[config.mk]
export PLATFORM = sky130hd
export DESIGN_NAME = signed_integer_to_radix_text
export DESIGN_NICKNAME = d
export VERILOG_FILES = /design/src/rtl/sirt_pkg.sv /design/src/rtl/sirt_divider.sv /design/src/rtl/sirt_digit_mem.sv /design/src/rtl/signed_integer_to_radix_text.sv
export SDC_FILE = /design/constraint.sdc
export NUM_CORES = 1
export LEC_CHECK = 0
export ABC_AREA = 0
export BUFFER_PORTS_ARGS = -buffer_cell sky130_fd_sc_hd__buf_2
export CAP_MARGIN = 40
export CORE_AREA = 3 3 175 177
export DETAILED_ROUTE_END_ITERATION = 10
export DIE_AREA = 0 0 178 180
export PLACE_DENSITY = 0.73
export SYNTH_ARGS = -nofsm -noshare
export SYNTH_HDL_FRONTEND = slang
export SYNTH_SLANG_ARGS = --single-unit
[constraint.sdc]
create_clock -name clk_i -period 7.15 [get_ports clk_i]
set_input_delay 0.3575 -clock clk_i [delete_from_list [all_inputs] [get_ports clk_i]]
set_output_delay 0.3575 -clock clk_i [all_outputs]
set_load 0.05 [all_outputs]
[src/rtl/sirt_pkg.sv]
// Shared types, constants and helper functions for the radix text converter.
// No dependencies; imported by every module of the block.
`timescale 1ns / 1ps

package sirt_pkg;

  // Default sizes handed to the top level
  localparam int DefValueWidth = 32;
  localparam int DefDigitDepth = 32;

  // Fixed field widths
  localparam int RadixW = 6;
  localparam int CharW  = 7;

  // Quotient bits resolved per divider cycle
  localparam int BitsPerStep = 4;

  // Radix limits and reset value
  localparam logic [RadixW-1:0] RadixMin   = 6'd2;
  localparam logic [RadixW-1:0] RadixMax   = 6'd36;
  localparam logic [RadixW-1:0] RadixReset = 6'd10;

  // ASCII codes
  localparam logic [CharW-1:0] CharMinus = 7'd45;
  localparam logic [CharW-1:0] CharZero  = 7'd48;
  localparam logic [CharW-1:0] CharA     = 7'd65;
  localparam logic [RadixW-1:0] DecLimit = 6'd10;

  // Converter sequencer states
  typedef enum logic [2:0] {
    ST_IDLE,
    ST_DIVIDE,
    ST_SIGN,
    ST_READ,
    ST_EMIT
  } sirt_state_e;

  // Keep the radix inside two to thirty-six
  function automatic logic [RadixW-1:0] clamp_radix(input logic [RadixW-1:0] r);
    logic [RadixW-1:0] res;
    res = r;
    if (r < RadixMin) res = RadixMin;
    if (r > RadixMax) res = RadixMax;
    return res;
  endfunction

  // Digit value to ASCII: 0..9 -> '0'..'9', 10..35 -> 'A'..'Z'
  function automatic logic [CharW-1:0] digit_char(input logic [RadixW-1:0] d);
    logic [CharW-1:0] res;
    if (d >= DecLimit) res = CharW'({1'b0, d} - {1'b0, DecLimit}) + CharA;
    else res = CharW'({1'b0, d}) + CharZero;
    return res;
  endfunction

endpackage

[src/rtl/sirt_divider.sv]
// Iterative restoring divider: unsigned value by a 6-bit radix, four bits a cycle.
// Depends on sirt_pkg.
`timescale 1ns / 1ps

module sirt_divider import sirt_pkg::*; #(
  parameter int VALUE_WIDTH = DefValueWidth
) (
  input  logic                   clk_i,
  input  logic                   rst_ni,
  input  logic                   start_i,
  input  logic [VALUE_WIDTH-1:0] dividend_i,
  input  logic [RadixW-1:0]      divisor_i,
  output logic                   busy_o,
  output logic                   done_o,
  output logic [VALUE_WIDTH-1:0] quotient_o,
  output logic [RadixW-1:0]      remainder_o
);

  // Dividend padded up to whole steps; leading zeros do not change the result
  localparam int PadW   = ((VALUE_WIDTH + BitsPerStep - 1) / BitsPerStep) * BitsPerStep;
  localparam int Steps  = PadW / BitsPerStep;
  localparam int StepCw = (Steps > 1) ? $clog2(Steps) : 1;
  localparam logic [StepCw-1:0] LastStep = StepCw'(Steps - 1);

  logic              busy_q, busy_d;
  logic              done_q, done_d;
  logic [StepCw-1:0] step_q, step_d;
  logic [PadW-1:0]   quo_q, quo_d;
  logic [RadixW-1:0] rem_q, rem_d;
  logic [RadixW-1:0] divisor_q, divisor_d;

  // One step of the shift-subtract recurrence
  logic [PadW-1:0]   quo_s;
  logic [RadixW-1:0] rem_s;
  logic [RadixW:0]   trial;

  always_comb begin
    quo_s = quo_q;
    rem_s = rem_q;
    trial = '0;
    for (int i = 0; i < BitsPerStep; i++) begin
      trial = {rem_s, quo_s[PadW-1]};
      quo_s = {quo_s[PadW-2:0], 1'b0};
      if (trial >= {1'b0, divisor_q}) begin
        rem_s    = RadixW'(trial - {1'b0, divisor_q});
        quo_s[0] = 1'b1;
      end else begin
        rem_s = trial[RadixW-1:0];
      end
    end
  end

  // Control and datapath next state
  always_comb begin
    busy_d    = busy_q;
    done_d    = 1'b0;
    step_d    = step_q;
    quo_d     = quo_q;
    rem_d     = rem_q;
    divisor_d = divisor_q;
    if (start_i) begin
      busy_d    = 1'b1;
      step_d    = '0;
      quo_d     = PadW'(dividend_i);
      rem_d     = '0;
      divisor_d = divisor_i;
    end else if (busy_q) begin
      quo_d  = quo_s;
      rem_d  = rem_s;
      step_d = step_q + 1'b1;
      if (step_q == LastStep) begin
        busy_d = 1'b0;
        done_d = 1'b1;
      end
    end
  end

  always_ff @(posedge clk_i or negedge rst_ni) begin
    if (!rst_ni) begin
      busy_q <= 1'b0;
      done_q <= 1'b0;
      step_q <= '0;
    end else begin
      busy_q <= busy_d;
      done_q <= done_d;
      step_q <= step_d;
    end
  end

  always_ff @(posedge clk_i) begin
    quo_q     <= quo_d;
    rem_q     <= rem_d;
    divisor_q <= divisor_d;
  end

  assign busy_o      = busy_q;
  assign done_o      = done_q;
  assign quotient_o  = quo_q[VALUE_WIDTH-1:0];
  assign remainder_o = rem_q;

endmodule

[src/rtl/sirt_digit_mem.sv]
// Digit store: one write port, one read port with registered read data.
// Depends on sirt_pkg.
`timescale 1ns / 1ps

module sirt_digit_mem import sirt_pkg::*; #(
  parameter int DIGIT_DEPTH = DefDigitDepth
) (
  input  logic                           clk_i,
  input  logic                           wr_en_i,
  input  logic [$clog2(DIGIT_DEPTH)-1:0] wr_addr_i,
  input  logic [RadixW-1:0]              wr_data_i,
  input  logic                           rd_en_i,
  input  logic [$clog2(DIGIT_DEPTH)-1:0] rd_addr_i,
  output logic [RadixW-1:0]              rd_data_o
);

  logic [RadixW-1:0] mem_q [DIGIT_DEPTH];
  logic [RadixW-1:0] rd_data_q;

  // Write port
  always_ff @(posedge clk_i) begin
    if (wr_en_i) begin
      mem_q[wr_addr_i] <= wr_data_i;
    end
  end

  // Read port with registered read data, updated while rd_en_i is high
  always_ff @(posedge clk_i) begin
    if (rd_en_i) begin
      rd_data_q <= mem_q[rd_addr_i];
    end
  end

  assign rd_data_o = rd_data_q;

endmodule

[src/rtl/signed_integer_to_radix_text.sv]
// Top level of the signed integer to radix text converter.
// Depends on sirt_pkg, sirt_divider and sirt_digit_mem.
//
// Takes one signed word on s_axis and emits its text in the radix held in the
// configuration register (2..36, clamped; reset value 10), one ASCII character
// per m_axis word, most significant digit first, with a leading '-' for
// negative values and tlast on the final character. The magnitude is handled
// as unsigned, so the most negative value converts correctly. Digits come from
// a shared iterative divider that resolves four quotient bits a cycle; digits
// are kept in a one-port-read memory and replayed in reverse, each character
// read in ST_READ and emitted from ST_EMIT once the output register is free.
// A new word is accepted once the last character has been placed in the output
// register, even if it is not taken.
`timescale 1ns / 1ps

module signed_integer_to_radix_text import sirt_pkg::*; #(
  parameter int VALUE_WIDTH = DefValueWidth,
  parameter int DIGIT_DEPTH = DefDigitDepth
) (
  input  logic                                       clk_i,
  input  logic                                       rst_ni,
  // configuration: radix
  input  logic                                       cfg_we_i,
  input  logic [RadixW-1:0]                          cfg_wdata_i,
  // input words
  input  logic                                       s_axis_tvalid,
  output logic                                       s_axis_tready,
  input  logic [((VALUE_WIDTH + 7) / 8) * 8 - 1:0]   s_axis_tdata,  // [VALUE_WIDTH-1:0] value
  // output words
  output logic                                       m_axis_tvalid,
  input  logic                                       m_axis_tready,
  output logic [7:0]                                 m_axis_tdata,  // [6:0] text_char
  output logic                                       m_axis_tlast   // is_last
);

  localparam int AddrW = $clog2(DIGIT_DEPTH);
  localparam int CntW  = $clog2(DIGIT_DEPTH + 1);
  localparam logic [CntW-1:0] CntFull = CntW'(DIGIT_DEPTH);
  localparam logic [CntW-1:0] CntOne  = CntW'(1);

  // Configuration register
  logic [RadixW-1:0] radix_q;
  always_ff @(posedge clk_i or negedge rst_ni) begin
    if (!rst_ni) begin
      radix_q <= RadixReset;
    end else if (cfg_we_i) begin
      radix_q <= cfg_wdata_i;
    end
  end

  // Input word and magnitude
  logic [VALUE_WIDTH-1:0] in_value;
  logic                   in_neg;
  logic [VALUE_WIDTH-1:0] in_mag;
  assign in_value = s_axis_tdata[VALUE_WIDTH-1:0];
  assign in_neg   = in_value[VALUE_WIDTH-1];
  assign in_mag   = in_neg ? (~in_value + 1'b1) : in_value;

  // Sequencer state
  sirt_state_e       state_q, state_d;
  logic              neg_q, neg_d;
  logic [CntW-1:0]   cnt_q, cnt_d;

  // Output register
  logic              out_valid_q, out_valid_d;
  logic [CharW-1:0]  out_char_q, out_char_d;
  logic              out_last_q, out_last_d;
  logic              out_load;
  logic              slot_free;

  // Divider and memory hookup
  logic                   div_start;
  logic [VALUE_WIDTH-1:0] div_operand;
  logic                   div_busy;
  logic                   div_done;
  logic [VALUE_WIDTH-1:0] div_quo;
  logic [RadixW-1:0]      div_rem;
  logic                   mem_we;
  logic                   mem_re;
  logic [AddrW-1:0]       mem_raddr;
  logic [RadixW-1:0]      mem_rdata;

  assign slot_free   = !out_valid_q || m_axis_tready;
  assign div_operand = (state_q == ST_IDLE) ? in_mag : div_quo;
  assign mem_raddr   = AddrW'(cnt_q - CntOne);

  sirt_divider #(
    .VALUE_WIDTH (VALUE_WIDTH)
  ) u_divider (
    .clk_i       (clk_i),
    .rst_ni      (rst_ni),
    .start_i     (div_start),
    .dividend_i  (div_operand),
    .divisor_i   (clamp_radix(radix_q)),
    .busy_o      (div_busy),
    .done_o      (div_done),
    .quotient_o  (div_quo),
    .remainder_o (div_rem)
  );

  sirt_digit_mem #(
    .DIGIT_DEPTH (DIGIT_DEPTH)
  ) u_digit_mem (
    .clk_i     (clk_i),
    .wr_en_i   (mem_we),
    .wr_addr_i (cnt_q[AddrW-1:0]),
    .wr_data_i (div_rem),
    .rd_en_i   (mem_re),
    .rd_addr_i (mem_raddr),
    .rd_data_o (mem_rdata)
  );

  // Next state and control
  always_comb begin
    state_d       = state_q;
    neg_d         = neg_q;
    cnt_d         = cnt_q;
    s_axis_tready = 1'b0;
    div_start     = 1'b0;
    mem_we        = 1'b0;
    mem_re        = 1'b0;
    out_load      = 1'b0;
    out_char_d    = out_char_q;
    out_last_d    = out_last_q;
    unique case (state_q)
      ST_IDLE: begin
        s_axis_tready = 1'b1;
        if (s_axis_tvalid) begin
          neg_d     = in_neg;
          cnt_d     = '0;
          div_start = 1'b1;
          state_d   = ST_DIVIDE;
        end
      end
      ST_DIVIDE: begin
        if (div_done) begin
          // store the digit unless the store is full
          if (cnt_q != CntFull) begin
            mem_we = 1'b1;
            cnt_d  = cnt_q + 1'b1;
          end
          if (div_quo != '0) begin
            div_start = 1'b1;
          end else begin
            state_d = neg_q ? ST_SIGN : ST_READ;
          end
        end
      end
      ST_SIGN: begin
        if (slot_free) begin
          out_load   = 1'b1;
          out_char_d = CharMinus;
          out_last_d = 1'b0;
          state_d    = ST_READ;
        end
      end
      ST_READ: begin
        mem_re  = 1'b1;
        state_d = ST_EMIT;
      end
      ST_EMIT: begin
        if (slot_free) begin
          out_load   = 1'b1;
          out_char_d = digit_char(mem_rdata);
          out_last_d = (cnt_q == CntOne);
          cnt_d      = cnt_q - 1'b1;
          state_d    = (cnt_q == CntOne) ? ST_IDLE : ST_READ;
        end
      end
      default: state_d = ST_IDLE;
    endcase
  end

  always_comb begin
    if (out_load) out_valid_d = 1'b1;
    else if (m_axis_tready) out_valid_d = 1'b0;
    else out_valid_d = out_valid_q;
  end

  always_ff @(posedge clk_i or negedge rst_ni) begin
    if (!rst_ni) begin
      state_q     <= ST_IDLE;
      neg_q       <= 1'b0;
      cnt_q       <= '0;
      out_valid_q <= 1'b0;
    end else begin
      state_q     <= state_d;
      neg_q       <= neg_d;
      cnt_q       <= cnt_d;
      out_valid_q <= out_valid_d;
    end
  end

  always_ff @(posedge clk_i) begin
    out_char_q <= out_char_d;
    out_last_q <= out_last_d;
  end

  assign m_axis_tvalid = out_valid_q;
  assign m_axis_tdata  = {1'b0, out_char_q};
  assign m_axis_tlast  = out_last_q;

  // Checks
  a_cnt_bound: assert property (@(posedge clk_i) disable iff (!rst_ni)
    cnt_q <= CntFull)
    else $error("digit count beyond store depth");

  a_no_restart: assert property (@(posedge clk_i) disable iff (!rst_ni)
    div_start |-> !div_busy)
    else $error("divider started while busy");

  a_read_nonempty: assert property (@(posedge clk_i) disable iff (!rst_ni)
    (state_q == ST_READ || state_q == ST_EMIT) |-> cnt_q != '0)
    else $error("playback with an empty digit store");

  a_last_done: assert property (@(posedge clk_i) disable iff (!rst_ni)
    (state_q == ST_EMIT && out_load && cnt_q == CntOne)
      |=> (state_q == ST_IDLE && out_valid_q && out_last_q))
    else $error("final character not flagged or sequencer not idle");

endmodule

* Word-level counts from Yosys, hierarchy flattened
Memories as Yosys holds them, arrays and structs flattened. A register that Yosys moved wholly into a read port is not among the register bits. Index checks and enable logic that the tools add are counted.
Word-level totals: flip-flop bits (word level) 74, bits in writable memories 192, input bits 43, output and inout port bits 11, word-level logic and storage cells 119, memories kept 1
Operators by class: add/sub/neg operators 11, magnitude comparators 7, equal/unequal tests 14, mux-type cells 56, bitwise gates (word level) 1, reduce and logical (&&, ||, !) cells 15
Memory list:
- u_digit_mem.mem_q | depth 32, width 6, read ports 1, clocked after memory_dff 1, wr ports 1, RTL line sirt_digit_mem.sv:17 | logic [RadixW-1:0] mem_q [DIGIT_DEPTH];
Operators by type and width (count):
- $mux 32 | 4
- $mux 6 | 9
- $add 32x1->32 const B | 1
- $not 32->32 | 1
- $reduce_bool 32->1 | 1
- $ge 7x6->1 | 4
- $mux 1 | 27
- $sub 6x6->6 | 4
- $mux 3 | 7
- $mux 7 | 3
- $pmux 6 s3 | 1
- $pmux 3 s5 | 1
- $pmux 7 s2 | 1
- $ne 2x2->1 const B | 5
- $reduce_and 5->1 | 2
- $add 6x6->7 const B | 1
- $add 7x7->7 const B | 1
- $sub 6x4->7 const B | 1
- $add 6x1->6 const B | 1
- $eq 3x2->1 const B | 2
- $eq 3x3->1 const B | 2
- $eq 6x1->1 const B | 1
- $ge 6x4->1 const B | 1
- $gt 6x6->1 const B | 1
- 16 further kinds | 22

* Longest topological paths before layout
word-level depth 10, depth in mapped cells 34, depth with buffers taken out 33

* Cells and area by module
Synthesis repeated with hierarchy kept, for this count alone.
Second synthesis, totals: cells, all modules 977, area total of the unflattened synthesis 13749.4 µm²
Modules (own cells, without submodules):
- sirt_digit_mem | times used 1, cells each 323, area each 7649.8 µm², sequential area each 5945.7 µm²
- sirt_divider | times used 1, cells each 291, area each 3300.7 µm², sequential area each 1386.3 µm²
- signed_integer_to_radix_text | times used 1, cells each 363, area each 2798.9 µm², sequential area each 668.1 µm²

* Worst setup path before layout
No wires, ideal clock.
path type register to register, from register u_divider.rem_q[2], in the netlist u_divider.remainder_o[2], to register u_divider.rem_q[1], in the netlist u_divider.remainder_o[1], setup time 87 ps, arrival 6703 ps, required time 7063 ps, slack 359 ps, stages on the path, launching flop included 33, buffers on the path 1, period minus slack after synthesis 6791 ps, cell sequence dfxtp_1 -> ha_1 -> and3_1 -> a21oi_1 -> a31oi_4 -> nor2_1 -> a21oi_1 -> ha_1 -> a21o_1 -> a21oi_1 -> o21ai_0 -> a21oi_1 -> nand2_1 -> o21a_1 -> ha_1 -> nor2b_1 -> nor3_1 -> o21bai_1 -> a21o_1 -> a21oi_1 -> o21ai_2 -> mux2i_1 -> ha_1 -> nor2b_1 -> o21a_1 -> o21ai_0 -> nand2b_1 -> a21oi_1 -> a21oi_1 -> a221o_1 -> buf_2 -> mux2i_1 -> a211oi_1
On the way: cells in the longest elaborated chain, start to end 8, elaborated cells on any way between the ends 12, classes of those cells add/sub: 4; order compare: 4; mux: 4
Ends and longest elaborated chain:
- start: declaration | RTL line sirt_divider.sv:29 | logic [RadixW-1:0] rem_q, rem_d;
- start signal: assignment | RTL line sirt_divider.sv:92 | rem_q <= rem_d;
- $sub 6x6->6 or $ge 7x6->1 (tied branches) | RTL line sirt_divider.sv:45, sirt_divider.sv:44
- $mux 6 (*) | RTL line sirt_divider.sv:44 | if (trial >= {1'b0, divisor_q}) begin
- $sub 6x6->6 or $ge 7x6->1 (tied branches) | RTL line sirt_divider.sv:45, sirt_divider.sv:44
- $mux 6 (*) | RTL line sirt_divider.sv:44
- $ge 7x6->1 or $sub 6x6->6 (tied branches) | RTL line sirt_divider.sv:44, sirt_divider.sv:45
- $mux 6 (*) | RTL line sirt_divider.sv:44
- $sub 6x6->6 or $ge 7x6->1 (tied branches) | RTL line sirt_divider.sv:45, sirt_divider.sv:44
- $mux 6 (*) | RTL line sirt_divider.sv:44
Every way passes the cells marked *; elsewhere a longest branch is shown, timed or not. A chain may end at the register's enable or synchronous reset.

* Worst setup path in the final report
from register u_divider.divisor_q[3], to register u_divider.rem_q[4], in the netlist u_divider.remainder_o[4]
On the way: cells in the longest elaborated chain, start to end 8, elaborated cells on any way between the ends 12, classes of those cells add/sub: 4; order compare: 4; mux: 4
Ends and longest elaborated chain:
- start: declaration | RTL line sirt_divider.sv:30 | logic [RadixW-1:0] divisor_q, divisor_d;
- start signal: assignment | RTL line sirt_divider.sv:93 | divisor_q <= divisor_d;
- $sub 6x6->6 or $ge 7x6->1 (tied branches) | RTL line sirt_divider.sv:45, sirt_divider.sv:44
- $mux 6 | RTL line sirt_divider.sv:44
- $sub 6x6->6 or $ge 7x6->1 (tied branches) | RTL line sirt_divider.sv:45, sirt_divider.sv:44
- $mux 6 | RTL line sirt_divider.sv:44
- $ge 7x6->1 or $sub 6x6->6 (tied branches) | RTL line sirt_divider.sv:44, sirt_divider.sv:45
- $mux 6 | RTL line sirt_divider.sv:44
- $sub 6x6->6 or $ge 7x6->1 (tied branches) | RTL line sirt_divider.sv:45, sirt_divider.sv:44
- $mux 6 (*) | RTL line sirt_divider.sv:44
Marks and branches as above.

==> run summary <==
The number of max-slew violations in the final report came to 0. In the synthesized netlist the dominant register cell turns out to be edfxtp_1. The worst-skew pair later-pin latency is 0.55 ns. The count of nets left with antenna violations after detail routing came out at 0.

The filler cell count came out at 2438. CTS built an H-tree with a depth of 1. The first detailed-routing pass took 5 iterations. The count of buffers added on input and output ports is 52. The final cell area excluding filler cells is 14800 µm². Setup violations remaining at the end of the flow were counted as 0. The maximum clock rate is 150 MHz. The most numerous cell type found on the critical path is ha_1.

The biggest area contributor in the post-synthesis netlist is edfxtp_1. The starting utilization of the core area came out at 44.4%. Summing all flip-flop and latch instances after layout gives 8000 µm². The mapped netlist covers 13000 µm². The clock edge transition at the registers on the reported setup and hold paths is 0.06 ns. The final weighted congestion in routability-driven placement is 0.928. The headroom to the max-slew limit came out at 44.5%.

The number of violations of the max-capacitance limit came out at 0. The die outline width is 178 µm. The number of sinks handled by clock tree synthesis came out at 272. The fraction of registers with async set/reset came out at 8.09%. Summing over every cut layer, the via total after detailed routing is 7698.

The number of global-route vias before repair is 7634. The clock tree skew after final layout is 0.0195 ns. For this run, the slowest stage of the critical path takes 0.42 ns. The slew of the pin with the lowest slew margin is 0.830 ns. The path class of the tightest hold or removal check is in -> reg.

The maximum number of pins on one net before global-route repair came out at 70. After detailed routing, the average wire length per cell comes to 19.2 µm. The final-report hold violation count is 0. After the first detailed-routing iteration, the DRC count stood at 667. The final design utilization is 50.3%.

The global-route wire length before repair came out at 41.8 mm. The total number of nets in the final design came out at 1044. In this run the count of I/O pins placed on the die edge is 54.

The sequential share of the synthesized area came out at 61.3%. The top cell type's share of synthesized area came out at 56.2%. The area inside the core boundary came out at 29400 µm².

The flow ran to the end, and the final reports show no timing, DRC or antenna violations. The critical path is of the reg -> reg type. The synthesized netlist contains 74 unique library cells. TritonCTS built the clock tree. The area of the multi-input gates came out at 4820 µm². The die is 180 µm tall.

The endpoint type of the worst setup path is a flop. The number of design rule violations left after detail routing is 0. Of the cells placed in the final design, the portion with a size suffix greater than 1 is 23.2%.

The part of the cycle the worst path needs is 93.3%. Once placement finished, the instance area stood at 13800 µm². Sorting the synthesized cells by how often they occur yields 244 x edfxtp_1, 67 x nand2_1, 60 x mux4_2, 58 x nor2_1, 58 x o21ai_0. The synthesis-to-finish area growth is 13.3%. The root buffer selected by CTS is clkbuf_16. In this run the worst path has a maximum fanout of 8. Once detailed placement completed, the half-perimeter wirelength came to 17.6 mm.

The flip-flop and latch count after synthesis came out at 272. STA classifies the critical path startpoint as a flop. STA puts the critical path data arrival time at 7.12 ns. The smallest clock period supported by the final layout is computed as 6.67 ns.

After synthesis, the mean cell area works out to 14.6 µm². In this run the deepest clock path goes through 3 buffers. Setup repair after global routing left no endpoint under its margin. The number of antenna violations at the first check in global routing is 0. By instance count, the leading cell after synthesis is edfxtp_1. The setup TNS came out at 0 ns. The die area is 32000 µm². The post-synthesis net count came out at 976. At the worst endpoint, the required time is 7.60 ns. The total global routing overflow is 0.

0 antenna diodes ended up in the layout. For this run, the number of Yosys warnings is 0. The overall routing resource usage came out at 16.4%.

The clock buffer count from CTS is 29. Across all hold checks on the routed design, the worst slack comes to 0.0435 ns. In the post-synthesis netlist, the biggest area contributors are edfxtp_1 56%, mux4_2 10%, dfrtp_1 3.8%, ha_1 3.5%, xor2_1 2.4%. Among all stages on the critical path, the largest delay is contributed by a221o_2.

The aggregate routed wire length is 26.3 mm. The number of enable flip-flop cells after synthesis is 244. After detailed routing, the number of vias per cell comes to 5.61. The floorplan has 63 rows.

The number of cells produced by synthesis is 893.
## per-stage QoR
stage / instances / setup slack (ns)
floorplan: 893 / 0.359
global route: 1371 / 0.0388
global placement: 1311 / 0.377
finish: 1371 / 0.478
CTS: 1367 / 0.0237
detailed placement: 1315 / 0.112
## layer usage
layer / vias to the layer above / routed length, µm / GRT usage [%]
li1: 3586 / - / -
met1: 3852 / 11300 / 22.3
met2: 220 / 13000 / 27.3
met3: 40 / 1400 / 2.77
met4: 0 / 617 / 4.08
met5: - / 0 / 0
## flip-flops by register name, summed over array words and instances, names as in the netlist, 3 cells and up
signal / count
u_digit_mem.mem_q: 192
u_divider.quotient_o: 32
out_char_q: 7
cnt_q: 6
radix_q: 6
u_digit_mem.rd_data_o: 6
u_divider.divisor_q: 6
u_divider.remainder_o: 6
state_q: 3
u_divider.step_q: 3
## area by class of cell
type | instances | share of cell area, %
clock buffers | 33 | 5.01
clock inverters | 18 | 1.03
inverters | 31 | 0.787
multi-input cells | 551 | 32.6
flip-flops and latches | 272 | 54.1
well taps | 390 | 3.30
repair buffers | 76 | 3.12
## cell families after synthesis
group	count (synthesis)	synth area share [%]
other	1	0.0287
buffers and inverters	70	2.05
adder cells (fa/ha/maj)	41	4.14
XOR/XNOR	51	3.42
AND/OR/NAND/NOR	213	8.34
flip-flops	272	61.3
multiplexers	93	13.1
AO/OA/AOI/OAI	152	7.60
## path summary, 6_finish.rpt
path | from | end | slack (ns) | depth (start not counted)
max in group asynchronous | rst_ni | cnt_q[0] | 6.37 | 2
min reg2reg | radix_q[0] | radix_q[0] | 0.52 | 1
min | cfg_wdata_i[5] | radix_q[5] | 0.04 | 3
min in group asynchronous | rst_ni | radix_q[0] | 0.35 | 2
max | u_divider.divisor_q[3] | u_divider.remainder_o[4] | 0.48 | 31
max reg2reg | u_divider.divisor_q[3] | u_divider.remainder_o[4] | 0.48 | 31
## cells in the final DEF, fill, tap and decap left out, types with 29 or more instances in the layout
cell,n
buf_2,54
clkbuf_16,29
edfxtp_1,244
ha_1,35
inv_1,30
mux4_2,60
nand2_1,66
nor2_1,56
o21ai_0,56
xor2_1,36
## worst max-delay path, delay by kind of cell (launching register included)
family,cells,cell delay [ns]
multiplexers,4,0.98
AND/OR/NAND/NOR,4,0.57
flip-flops,1,0.33
AO/OA/AOI/OAI,17,3.19
buffers and inverters,2,0.28
adder cells (fa/ha/maj),4,1.19
## what timing repair did
item                                    4_1_cts  5_1_grt
endpoints found under the setup margin        0        7
hold endpoints to repair                     20        0
gates resized for setup                       0        8
buffers inserted                              0        4
hold buffers                                  1        0
Power is left out: the tool's default activity adds up to more than one toggle a clock period on the data nets, which glitch-free logic cannot reach.
